File: config.mk
export PLATFORM = sky130hd
export DESIGN_NAME = bitmap_find_next_set
export DESIGN_NICKNAME = d
export VERILOG_FILES = /design/src/design/bfns_pkg.sv /design/src/design/bfns_word_store.sv /design/src/design/bfns_bit_scan.sv /design/src/design/bitmap_find_next_set.sv
export SDC_FILE = /design/constraint.sdc
export NUM_CORES = 2
export LEC_CHECK = 0
export BUFFER_PORTS_ARGS = -buffer_cell sky130_fd_sc_hd__buf_4
export CAP_MARGIN = 20
export CORE_MARGIN = 3
export CORE_UTILIZATION = 55
export CTS_BUF_LIST = sky130_fd_sc_hd__clkbuf_8
export DETAILED_ROUTE_END_ITERATION = 10
export MAX_ROUTING_LAYER = met4
export PLACE_DENSITY = 0.79
export SYNTH_ARGS = -nofsm -noshare
export SYNTH_HDL_FRONTEND = slang
export SYNTH_SLANG_ARGS = --single-unit
File: constraint.sdc
create_clock -name clk -period 12.1 [get_ports clk]
set_input_delay 0.605 -clock clk [delete_from_list [all_inputs] [get_ports clk]]
set_output_delay 0.605 -clock clk [all_outputs]
set_load 0.05 [all_outputs]
File: src/design/bfns_pkg.sv
`default_nettype none

package bfns_pkg;

  localparam int NUM_WORDS = 32;
  localparam int WORD_BITS = 32;
  localparam int WIDX_W    = 5;
  localparam int LEN_W     = 11;
  localparam int POS_W     = 10;
  localparam int CAP_BITS  = NUM_WORDS * WORD_BITS;

  localparam logic [1:0] CMD_WRITE  = 2'd0;
  localparam logic [1:0] CMD_RESIZE = 2'd1;
  localparam logic [1:0] CMD_CLEAR  = 2'd2;
  localparam logic [1:0] CMD_FIND   = 2'd3;

  typedef struct packed {
    logic [1:0]           cmd;
    logic [WIDX_W-1:0]    word_index;
    logic [WORD_BITS-1:0] word_value;
    logic [LEN_W-1:0]     new_length;
    logic [POS_W-1:0]     start_pos;
  } in_req_t;

  typedef struct packed {
    logic             found;
    logic [POS_W-1:0] bit_index;
    logic             clamped;
  } out_res_t;

  // Control bundle from the sequencer to the word store.
  typedef struct packed {
    logic                 wr_en;
    logic [WIDX_W-1:0]    wr_addr;
    logic [WORD_BITS-1:0] wr_data;
    logic                 rd_en;
    logic [WIDX_W-1:0]    rd_addr;
    logic                 clr_all;
    logic                 trunc_en;
    logic [WIDX_W:0]      keep_words;
  } store_ctl_t;

  // Bits of word w that lie below the active length len.
  function automatic logic [WORD_BITS-1:0] live_mask(input logic [WIDX_W-1:0] w,
                                                     input logic [LEN_W-1:0] len);
    logic [LEN_W-1:0] base;
    logic [LEN_W-1:0] n;
    base = {1'b0, w, 5'b00000};
    n    = len - base;
    if (len <= base) begin
      live_mask = '0;
    end else if (n >= LEN_W'(WORD_BITS)) begin
      live_mask = '1;
    end else begin
      live_mask = (WORD_BITS'(1) << n[4:0]) - WORD_BITS'(1);
    end
  endfunction

endpackage

`default_nettype wire

File: src/design/bfns_word_store.sv
`default_nettype none

module bfns_word_store (
  input  wire logic                                clk,
  input  wire logic                                rst_n,
  input  wire bfns_pkg::store_ctl_t                ctl,
  output logic      [bfns_pkg::WORD_BITS-1:0]      rd_word
);

  logic [bfns_pkg::WORD_BITS-1:0] mem_r [bfns_pkg::NUM_WORDS];
  logic [bfns_pkg::NUM_WORDS-1:0] vld_r;
  logic [bfns_pkg::NUM_WORDS-1:0] vld_nxt;
  logic [bfns_pkg::WORD_BITS-1:0] rd_data_r;
  logic                           rd_vld_r;

  // A word whose valid bit is clear reads as zero; this gives reset,
  // clear-all and truncation without a clearing pass.
  always_comb begin
    vld_nxt = vld_r;
    if (ctl.clr_all) begin
      vld_nxt = '0;
    end
    if (ctl.trunc_en) begin
      for (int i = 0; i < bfns_pkg::NUM_WORDS; i++) begin
        if ((bfns_pkg::WIDX_W+1)'(i) >= ctl.keep_words) begin
          vld_nxt[i] = 1'b0;
        end
      end
    end
    if (ctl.wr_en) begin
      vld_nxt[ctl.wr_addr] = 1'b1;
    end
  end

  always_ff @(posedge clk) begin
    if (!rst_n) begin
      vld_r    <= '0;
      rd_vld_r <= 1'b0;
    end else begin
      vld_r <= vld_nxt;
      if (ctl.rd_en) begin
        rd_vld_r <= vld_r[ctl.rd_addr];
      end
    end
  end

  always_ff @(posedge clk) begin
    if (ctl.wr_en) begin
      mem_r[ctl.wr_addr] <= ctl.wr_data;
    end
    if (ctl.rd_en) begin
      rd_data_r <= mem_r[ctl.rd_addr];
    end
  end

  assign rd_word = rd_vld_r ? rd_data_r : '0;

endmodule

`default_nettype wire

File: src/design/bfns_bit_scan.sv
`default_nettype none

module bfns_bit_scan (
  input  wire logic [bfns_pkg::WORD_BITS-1:0] word,
  output logic                                any_set,
  output logic [bfns_pkg::WIDX_W-1:0]         low_pos
);

  // Priority encoder: position of the lowest set bit.
  always_comb begin
    low_pos = '0;
    for (int i = bfns_pkg::WORD_BITS - 1; i >= 0; i--) begin
      if (word[i]) begin
        low_pos = bfns_pkg::WIDX_W'(i);
      end
    end
  end

  assign any_set = |word;

endmodule

`default_nettype wire

File: src/design/bitmap_find_next_set.sv
// Bitmap of 32 words of 32 bits with an active length, plus find-next-set.
// Requests arrive on the in_ channel (valid/ready) as one packed struct with
// a command: write word, resize, clear all, or find next set. Each request
// produces exactly one result on the out_ channel (valid/ready).
// The block handles one request at a time; in_ready is low while a request
// is in progress and rises at the same edge at which its result is loaded.
// A write, a clear and a find that starts at or past the length go straight to
// the result stage; a resize does too, or first reads, masks and writes back
// the word in which the new length ends when it ends inside a word. A find that
// scans reads one word per cycle from the word store, starting at the word
// holding start_pos and stopping at the first nonzero word or the last active
// word; the word store has a single read port.
// A request can be accepted while the previous result still waits in the
// output register. If the receiver stalls, the result is held unchanged
// and a finished request waits until the output register is free.
// Reset clears the bitmap through per-word valid bits and the active length
// to zero; no clearing pass is needed.
`default_nettype none

module bitmap_find_next_set (
  input  wire logic               clk,
  input  wire logic               rst_n,
  input  wire logic               in_valid,
  output logic                    in_ready,
  input  wire bfns_pkg::in_req_t  in_data,
  output logic                    out_valid,
  input  wire logic               out_ready,
  output bfns_pkg::out_res_t      out_data
);

  localparam logic [2:0] ST_IDLE = 3'd0;
  localparam logic [2:0] ST_RSWB = 3'd1;
  localparam logic [2:0] ST_SCAN = 3'd2;
  localparam logic [2:0] ST_FIN  = 3'd3;

  localparam int WIDX_W = bfns_pkg::WIDX_W;
  localparam int LEN_W  = bfns_pkg::LEN_W;

  logic [2:0]                     state_r, state_nxt;
  logic [LEN_W-1:0]               active_len_r, active_len_nxt;
  logic [WIDX_W-1:0]              scan_w_r, scan_w_nxt;
  logic [WIDX_W-1:0]              last_w_r, last_w_nxt;
  logic [WIDX_W-1:0]              lo_r, lo_nxt;
  logic                           first_r, first_nxt;
  bfns_pkg::out_res_t             res_r, res_nxt;
  logic                           out_valid_r, out_valid_nxt;
  bfns_pkg::out_res_t             out_r, out_nxt;

  bfns_pkg::store_ctl_t           ctl;
  logic [bfns_pkg::WORD_BITS-1:0] rd_word;
  logic [bfns_pkg::WORD_BITS-1:0] scan_word;
  logic                           scan_hit;
  logic [WIDX_W-1:0]              scan_pos;

  logic                           accept;
  logic                           slot_free;
  logic [LEN_W-1:0]               req_len;
  logic                           req_clamp;
  logic [LEN_W-1:0]               req_len_p;
  logic [LEN_W-1:0]               act_len_p;

  bfns_word_store u_store (
    .clk     (clk),
    .rst_n   (rst_n),
    .ctl     (ctl),
    .rd_word (rd_word)
  );

  // On the first word of a find, bits below start_pos are masked off.
  assign scan_word = first_r ? (rd_word & ('1 << lo_r)) : rd_word;

  bfns_bit_scan u_scan (
    .word    (scan_word),
    .any_set (scan_hit),
    .low_pos (scan_pos)
  );

  assign in_ready  = (state_r == ST_IDLE);
  assign accept    = in_valid && in_ready;
  assign slot_free = !out_valid_r || out_ready;

  // Resize requests beyond capacity are clamped.
  assign req_clamp = (in_data.new_length > LEN_W'(bfns_pkg::CAP_BITS));
  assign req_len   = req_clamp ? LEN_W'(bfns_pkg::CAP_BITS) : in_data.new_length;
  assign req_len_p = req_len + LEN_W'(31);
  assign act_len_p = active_len_r + LEN_W'(31);

  always_comb begin
    state_nxt      = state_r;
    active_len_nxt = active_len_r;
    scan_w_nxt     = scan_w_r;
    last_w_nxt     = last_w_r;
    lo_nxt         = lo_r;
    first_nxt      = first_r;
    res_nxt        = res_r;
    out_valid_nxt  = out_valid_r;
    out_nxt        = out_r;
    ctl            = '0;

    if (out_valid_r && out_ready) begin
      out_valid_nxt = 1'b0;
    end

    case (state_r)
      ST_IDLE: begin
        if (accept) begin
          res_nxt   = '0;
          state_nxt = ST_FIN;
          case (in_data.cmd)
            bfns_pkg::CMD_WRITE: begin
              ctl.wr_en   = 1'b1;
              ctl.wr_addr = in_data.word_index;
              ctl.wr_data = in_data.word_value &
                            bfns_pkg::live_mask(in_data.word_index, active_len_r);
            end
            bfns_pkg::CMD_RESIZE: begin
              res_nxt.clamped = req_clamp;
              active_len_nxt  = req_len;
              // Words entirely past the new length are dropped at once.
              ctl.trunc_en    = 1'b1;
              ctl.keep_words  = req_len_p[LEN_W-1:5];
              // A length ending inside a word needs that word trimmed.
              if (req_len[4:0] != 5'd0) begin
                ctl.rd_en   = 1'b1;
                ctl.rd_addr = req_len[9:5];
                scan_w_nxt  = req_len[9:5];
                state_nxt   = ST_RSWB;
              end
            end
            bfns_pkg::CMD_CLEAR: begin
              ctl.clr_all = 1'b1;
            end
            default: begin
              // Find next set bit; a start at or past the length misses.
              if ({1'b0, in_data.start_pos} < active_len_r) begin
                ctl.rd_en   = 1'b1;
                ctl.rd_addr = in_data.start_pos[9:5];
                scan_w_nxt  = in_data.start_pos[9:5];
                lo_nxt      = in_data.start_pos[4:0];
                last_w_nxt  = WIDX_W'(act_len_p[LEN_W-1:5] - 6'd1);
                first_nxt   = 1'b1;
                state_nxt   = ST_SCAN;
              end
            end
          endcase
        end
      end
      ST_RSWB: begin
        ctl.wr_en   = 1'b1;
        ctl.wr_addr = scan_w_r;
        ctl.wr_data = rd_word & bfns_pkg::live_mask(scan_w_r, active_len_r);
        state_nxt   = ST_FIN;
      end
      ST_SCAN: begin
        if (scan_hit) begin
          res_nxt.found     = 1'b1;
          res_nxt.bit_index = {scan_w_r, scan_pos};
          state_nxt         = ST_FIN;
        end else if (scan_w_r == last_w_r) begin
          state_nxt = ST_FIN;
        end else begin
          ctl.rd_en   = 1'b1;
          ctl.rd_addr = scan_w_r + WIDX_W'(1);
          scan_w_nxt  = scan_w_r + WIDX_W'(1);
          first_nxt   = 1'b0;
        end
      end
      ST_FIN: begin
        if (slot_free) begin
          out_nxt       = res_r;
          out_valid_nxt = 1'b1;
          state_nxt     = ST_IDLE;
        end
      end
      default: begin
        state_nxt = ST_IDLE;
      end
    endcase
  end

  always_ff @(posedge clk) begin
    if (!rst_n) begin
      state_r      <= ST_IDLE;
      active_len_r <= '0;
      out_valid_r  <= 1'b0;
    end else begin
      state_r      <= state_nxt;
      active_len_r <= active_len_nxt;
      out_valid_r  <= out_valid_nxt;
    end
  end

  always_ff @(posedge clk) begin
    scan_w_r <= scan_w_nxt;
    last_w_r <= last_w_nxt;
    lo_r     <= lo_nxt;
    first_r  <= first_nxt;
    res_r    <= res_nxt;
    out_r    <= out_nxt;
  end

  assign out_valid = out_valid_r;
  assign out_data  = out_r;

endmodule

`default_nettype wire

---- Word level (Yosys, flattened, before mapping) ----
Memories as Yosys holds them, arrays and structs flattened. A register that Yosys moved wholly into a read port is not among the register bits.
Cells that the tools add are included.
storage, ports and cells
  word-level logic and storage cells ...... 234
  bits in registers ....................... 88
  input bits .............................. 64
  memories kept ........................... 1
  output and inout port bits .............. 14
  RAM bits ................................ 1024
operators by class
  shift operators ......................... 3
  add/subtract/negate cells ............... 8
  bitwise gates (word level) .............. 5
  equality and inequality tests ........... 17
  order comparisons ....................... 41
  reductions and logical operators ........ 20
  mux-type cells .......................... 124
memories
  name           depth  bits a word  read ports  clocked after memory_dff  wr ports  line                   source
  u_store.mem_r  32     32           1           1                         1         bfns_word_store.sv:10  logic [bfns_pkg::WORD_BITS-1:0] mem_r [bfns_pkg::NUM_WORDS];
operators with widths
  kind                   count
  $mux 32                13
  $mux 5                 37
  $and 32x32->32         3
  $ge 5x6->1 const A     16
  $pmux 38 s2            1
  $shl 1x5->32 const A   2
  $sub 32x2->32 const B  2
  $mux 52                1
  $ge 4x6->1 const A     8
  $mux 1                 47
  $mux 38                1
  $or 32x32->32          1
  $reduce_or 32->1       1
  $shl 32x5->32 const A  1
  $ge 3x6->1 const A     4
  $mux 6                 4
  $pmux 6 s2             2
  $ge 11x6->1 const B    2
  $le 11x10->1           2
  $mux 11                2
  $pmux 11 s2            1
  $sub 11x10->11         2
  $pmux 5 s2             2
  $ge 1x6->1 const A     2
  43 further kinds       61

---- Logic depth before layout (Yosys ltp) ----
  depth in word-level cells ............... 37
  depth in mapped cells ................... 16
  mapped depth without buffers ............ 13

---- By module ----
A second synthesis with hierarchy kept.
second synthesis, totals
  cell total of the unflattened synthesis .. 2476
  area total of the unflattened synthesis .. 47145.2 µm²
by module, submodules not included
  module                area an instance (µm²)  seq. area each (µm²)  instances  cells an instance
  bfns_word_store       41738.8                 32371.0               1          1768
  bitmap_find_next_set  5021.1                  1481.4                1          643
  bfns_bit_scan         385.4                   0.0                   1          65

---- Worst setup path before layout ----
Ideal clock, no wire load.
  path type ............................... register to register
  start ................................... register state_r[0]
  end ..................................... memory u_store.mem_r[25][0] (netlist bit) (enable)
  path slack .............................. 7751 ps
  data arrival time ....................... 3926 ps
  cell stages (with the launch flop) ...... 10
  period minus slack after synthesis ...... 4349 ps
  path buffers ............................ 2
  data required time ...................... 11677 ps
  setup time .............................. 423 ps
  cells stage by stage .................... dfxtp_1 inv_1 ha_1 clkbuf_1 nand2_1 nor3_1 clkbuf_1 a22oi_1 or3_1 nor2_1
on the way
  cells in the longest elaborated chain, start to end .. 6
  elaborated cells between the ends (all ways) .. 7
  those cells by class .................... eq/ne (1); mux (4); reduce/logical (2)
ends and longest elaborated chain
  element                       line                         source
  start: declaration            bitmap_find_next_set.sv:39   logic [2:0] state_r, state_nxt;
  start signal: assignment      bitmap_find_next_set.sv:187  state_r <= state_nxt;
  $logic_not 3->1 *             bitmap_find_next_set.sv:78   assign in_ready = (state_r == ST_IDLE);
  net in_ready                  bitmap_find_next_set.sv:24   output logic in_ready,
  $logic_and 1x1->1             bitmap_find_next_set.sv:79   assign accept = in_valid && in_ready;
  $mux 52                       bitmap_find_next_set.sv:106  if (accept) begin
  $pmux 38 s2 *                 bitmap_find_next_set.sv:104  case (state_r)
  $mux 1                        bfns_word_store.sv:48        if (ctl.wr_en) begin
  $mux 1 (not written as such)  bfns_word_store.sv:49        mem_r[ctl.wr_addr] <= ctl.wr_data;
  end: declaration              bfns_word_store.sv:10
The timed path passes the listed nets; every way through them passes the cells marked *.

---- Worst setup path after layout ----
  start ................................... register state_r[0]
  end ..................................... register u_store.rd_data_r[18] (netlist bit) (read register of u_store.mem_r), data pin
on the way
  cells in the longest elaborated chain, start to end .. 4
  elaborated cells between the ends (all ways) .. 5
  those cells by class .................... eq/ne (1); mux (2); reduce/logical (2)
ends and longest elaborated chain
  element            line                                                     source
  $logic_not 3->1    bitmap_find_next_set.sv:78, bitmap_find_next_set.sv:104
  $logic_and 1x1->1  bitmap_find_next_set.sv:79
  $mux 52            bitmap_find_next_set.sv:106
  $pmux 6 s2 *       bitmap_find_next_set.sv:104
  end: declaration   bfns_word_store.sv:13                                    logic [bfns_pkg::WORD_BITS-1:0] rd_data_r;
Every way passes the cells marked *; elsewhere a longest branch is shown, timed or not.
A chain may end at the register's enable or synchronous reset.

==> reports/qor.txt <==
Yosys cell types: 78
Worst-Margin Slew: 1.20 ns
Clk pin slew, worst setup/hold paths: 0.06 ns
Largest cells by area after synthesis: edfxtp_1 (67%), nand2_1 (5.4%), a211oi_1 (5.1%)
I/O Pins: 78
P_leak: 0.0187 uW
Die ar.: 92,800 um^2
Number of max-cap violations: 0
CTS max path bufs: 3
Final hold vios: 0
Routed WL: 136,000 um
Later-pin clock latency in the skew report: 0.84 ns
Sequential fraction of the synthesis area: 69.0%
FF+latch area: 33,900 um^2
Post-synthesis mux area share: 0.148%
Fmax: 160 MHz
Async SR Flop Fraction: 0%
Vias per cell: 6.57
FF+latch count, synth: 1,143
Post-synth design cell area: 49,000 um^2
1st-pass router iterations: 11
Global-route wire length before repair: 200,000 um
Initial Utilization: 56.0%
Fillers: 6,319
DR iter-0 viols: 4,927
Vias in the first global route: 32,000
Total number of vias: 33,700
Post-route ant nets: 0
Hold_ws: 0.0763 ns
Die Span X: 305 um
Setup tns final: 0 ns
H-tree depth: 4
Largest family of logic cells by synthesized area: compound AO/OA/AOI/OAI gates
Final setup viols: 0
Slew headroom: 20.3%
Synth area leader: edfxtp_1
DRC Markers: 1
Clock Skew: 0.0277 ns
Final Max Tran Viols: 0
CP peak stage delay: 0.89 ns
Share of cells above drive strength 1: 11.1%
Row cnt: 108
Yosys warns: 0
PD cells: 193 nW/um^2
Root buf cell: clkbuf_8
Die H: 305 um
Synth cell count leaders: edfxtp_1 (1,096), nand2_1 (710), a211oi_1 (332)
Syn Inst Count: 3,778
Max IR drop VDD: 0.179 mV
Number of enable flip-flop cells after synthesis: 1,096
Core Area: 87,600 um^2
Initial antenna violation count: 7
Setup crit start kind: register
Remaining Overflow, GRT: 0
Fin nets: 3,939
Main flop type after synthesis: edfxtp_1
WP data arrival: 6.86 ns
CTS tree: built
Num Clock Sinks: 1,143
HP Class: input pin to register
Largest net degree at the start of global routing: 269
Dpl hpwl: 69,300 um
Worst path required time: 12.72 ns
WL/cell: 26.5 um
Mean area per synthesized cell: 13.0 um^2
Synth top area share: 67.1%
Kind of critical path: register to register
Layout Cells excl Fill: 5,136
Net Count, Synth: 3,871
Post-CTS setup buffer count: 0
Crit. End Element: register
Synth Area in Simple Gates: 13.1%
Status: finished, violations left
Area of the multi-input gates: 14,200 um^2
Synth Area in Adders: 0.770%
Xor-xnor portion of the synthesized cell area: 0.411%
CP cell instances: inv_1 > ha_1 > nand4b_1 > nor2_1 > a32o_1 > a21oi_1 > o31a_2 > buf_4 > buf_4 > a211oi_1 > a311oi_1 > a211oi_1 > nor4_1
CP bufs+invs: 3
GPL Wtd Cong: 0.974
Max Fanout on Critical Path: 95
Placed Cells: 4,811
Unrepaired setup endpoints after global routing: no
Layout area overhead: 10.6%
Failing checks: design-rule violations
Final period util: 51.6%
Top-count cell post-synth: edfxtp_1
Port buffer count: 77
Num CTS Buffers: 168
Final worst path period need: 6.24 ns
CP max-delay cell: buf_4
Crit-path leading delay family: compound AO/OA/AOI/OAI gates
Tot GR Track Use: 29.5%
Compound-cell area share of the yosys netlist: 13.7%
==> placed cells by master (no fill, tap or decap), types with 40 or more instances in the layout <==
cell,Yosys,final
a311oi_1,161,161
clkinv_1,4,52
edfxtp_1,1096,1096
clkbuf_8,0,173
dfxtp_1,47,47
o211ai_1,40,40
nand3_1,86,86
buf_4,24,151
nor2_1,98,64
inv_1,34,84
and2_1,239,239
a21oi_1,75,75
a31oi_1,112,112
o21ai_0,68,67
nand2_1,710,708
nor2b_1,44,44
a211oi_1,332,332
==> metal layers <==
layer	global-route usage (%)	part of all wire [%]
met3	6.26	12
met1	39.3	37
met4	14.0	5.0
met2	43.8	46
met5	-	0
==> power breakdown <==
group          switching, uW  internal [uW]
clock network           1430           1450
registers                216           4620
logic                   1960            789
total                   3600           6860
==> flip-flops by register name (all words and copies together) (netlist names) <==
signal and flops:
active_len_r 11, first_r 1, last_w_r 5, lo_r 5
out_data 12, out_valid 1, res_r 12, scan_w_r 5
state_r 2, u_store.mem_r 1024, u_store.rd_data_r 32, u_store.rd_vld_r 1
u_store.vld_r 32
==> worst register-to-register path, cell delays in order, from the launching register on <==
cell	delay [ns]
dfxtp_1	0.40
inv_1	0.09
ha_1	0.34
nand4b_1	0.70
nor2_1	0.39
a32o_1	0.37
a21oi_1	0.32
o31a_2	0.52
buf_4	0.89
buf_4	0.93
a211oi_1	0.21
a311oi_1	0.39
a211oi_1	0.12
nor4_1	0.36
==> per-stage QoR <==
step,setup slack [ns],util [%],instance area (um^2),power [uW]
after floorplan,7.75,-,49000,6690
after global placement,6.29,58.0,50800,7520
after detailed placement,5.99,58.0,50800,7580
after CTS,5.96,61.6,54000,10400
after global routing,5.44,62.0,54300,10900
final,5.86,62.0,54300,10500
==> final timing paths <==
check / startpoint / end / slack (ns) / cells after the start
setup / recovery: state_r[0] / u_store.rd_data_r[18] / 5.86 / 13
hold / removal: in_data[12] / active_len_r[2] / 0.08 / 3
setup reg to reg: state_r[0] / u_store.rd_data_r[18] / 5.86 / 13
hold reg to reg: res_r[0] / out_data[0] / 0.42 / 0
==> kinds of logic (layout without fill, tap and decap cells) <==
logic type,after synthesis,count (layout)
xor+xnor,23,23
flops,1143,1143
compound gates,919,919
mux,7,7
simple gates,1343,1343
other cells,0,5
fa+ha+maj,29,29
buf+inv,314,512
==> area by class of cell <==
cell class / count / share of cell area, %
multi-input cells: 2321 / 26.1
flip-flops and latches: 1143 / 62.4
clock buffers: 173 / 4.39
well taps: 1155 / 2.66
clock inverters: 127 / 1.27
inverters: 38 / 0.263
repair buffers: 174 / 2.92
diodes: 5 / 0.0231
==> timing repair <==
item                      in CTS  in global routing
hold endpoints to repair       9                  0
hold buffers                   9                  0
resized for setup              0                  0
(Power assumes the default switching activity.)
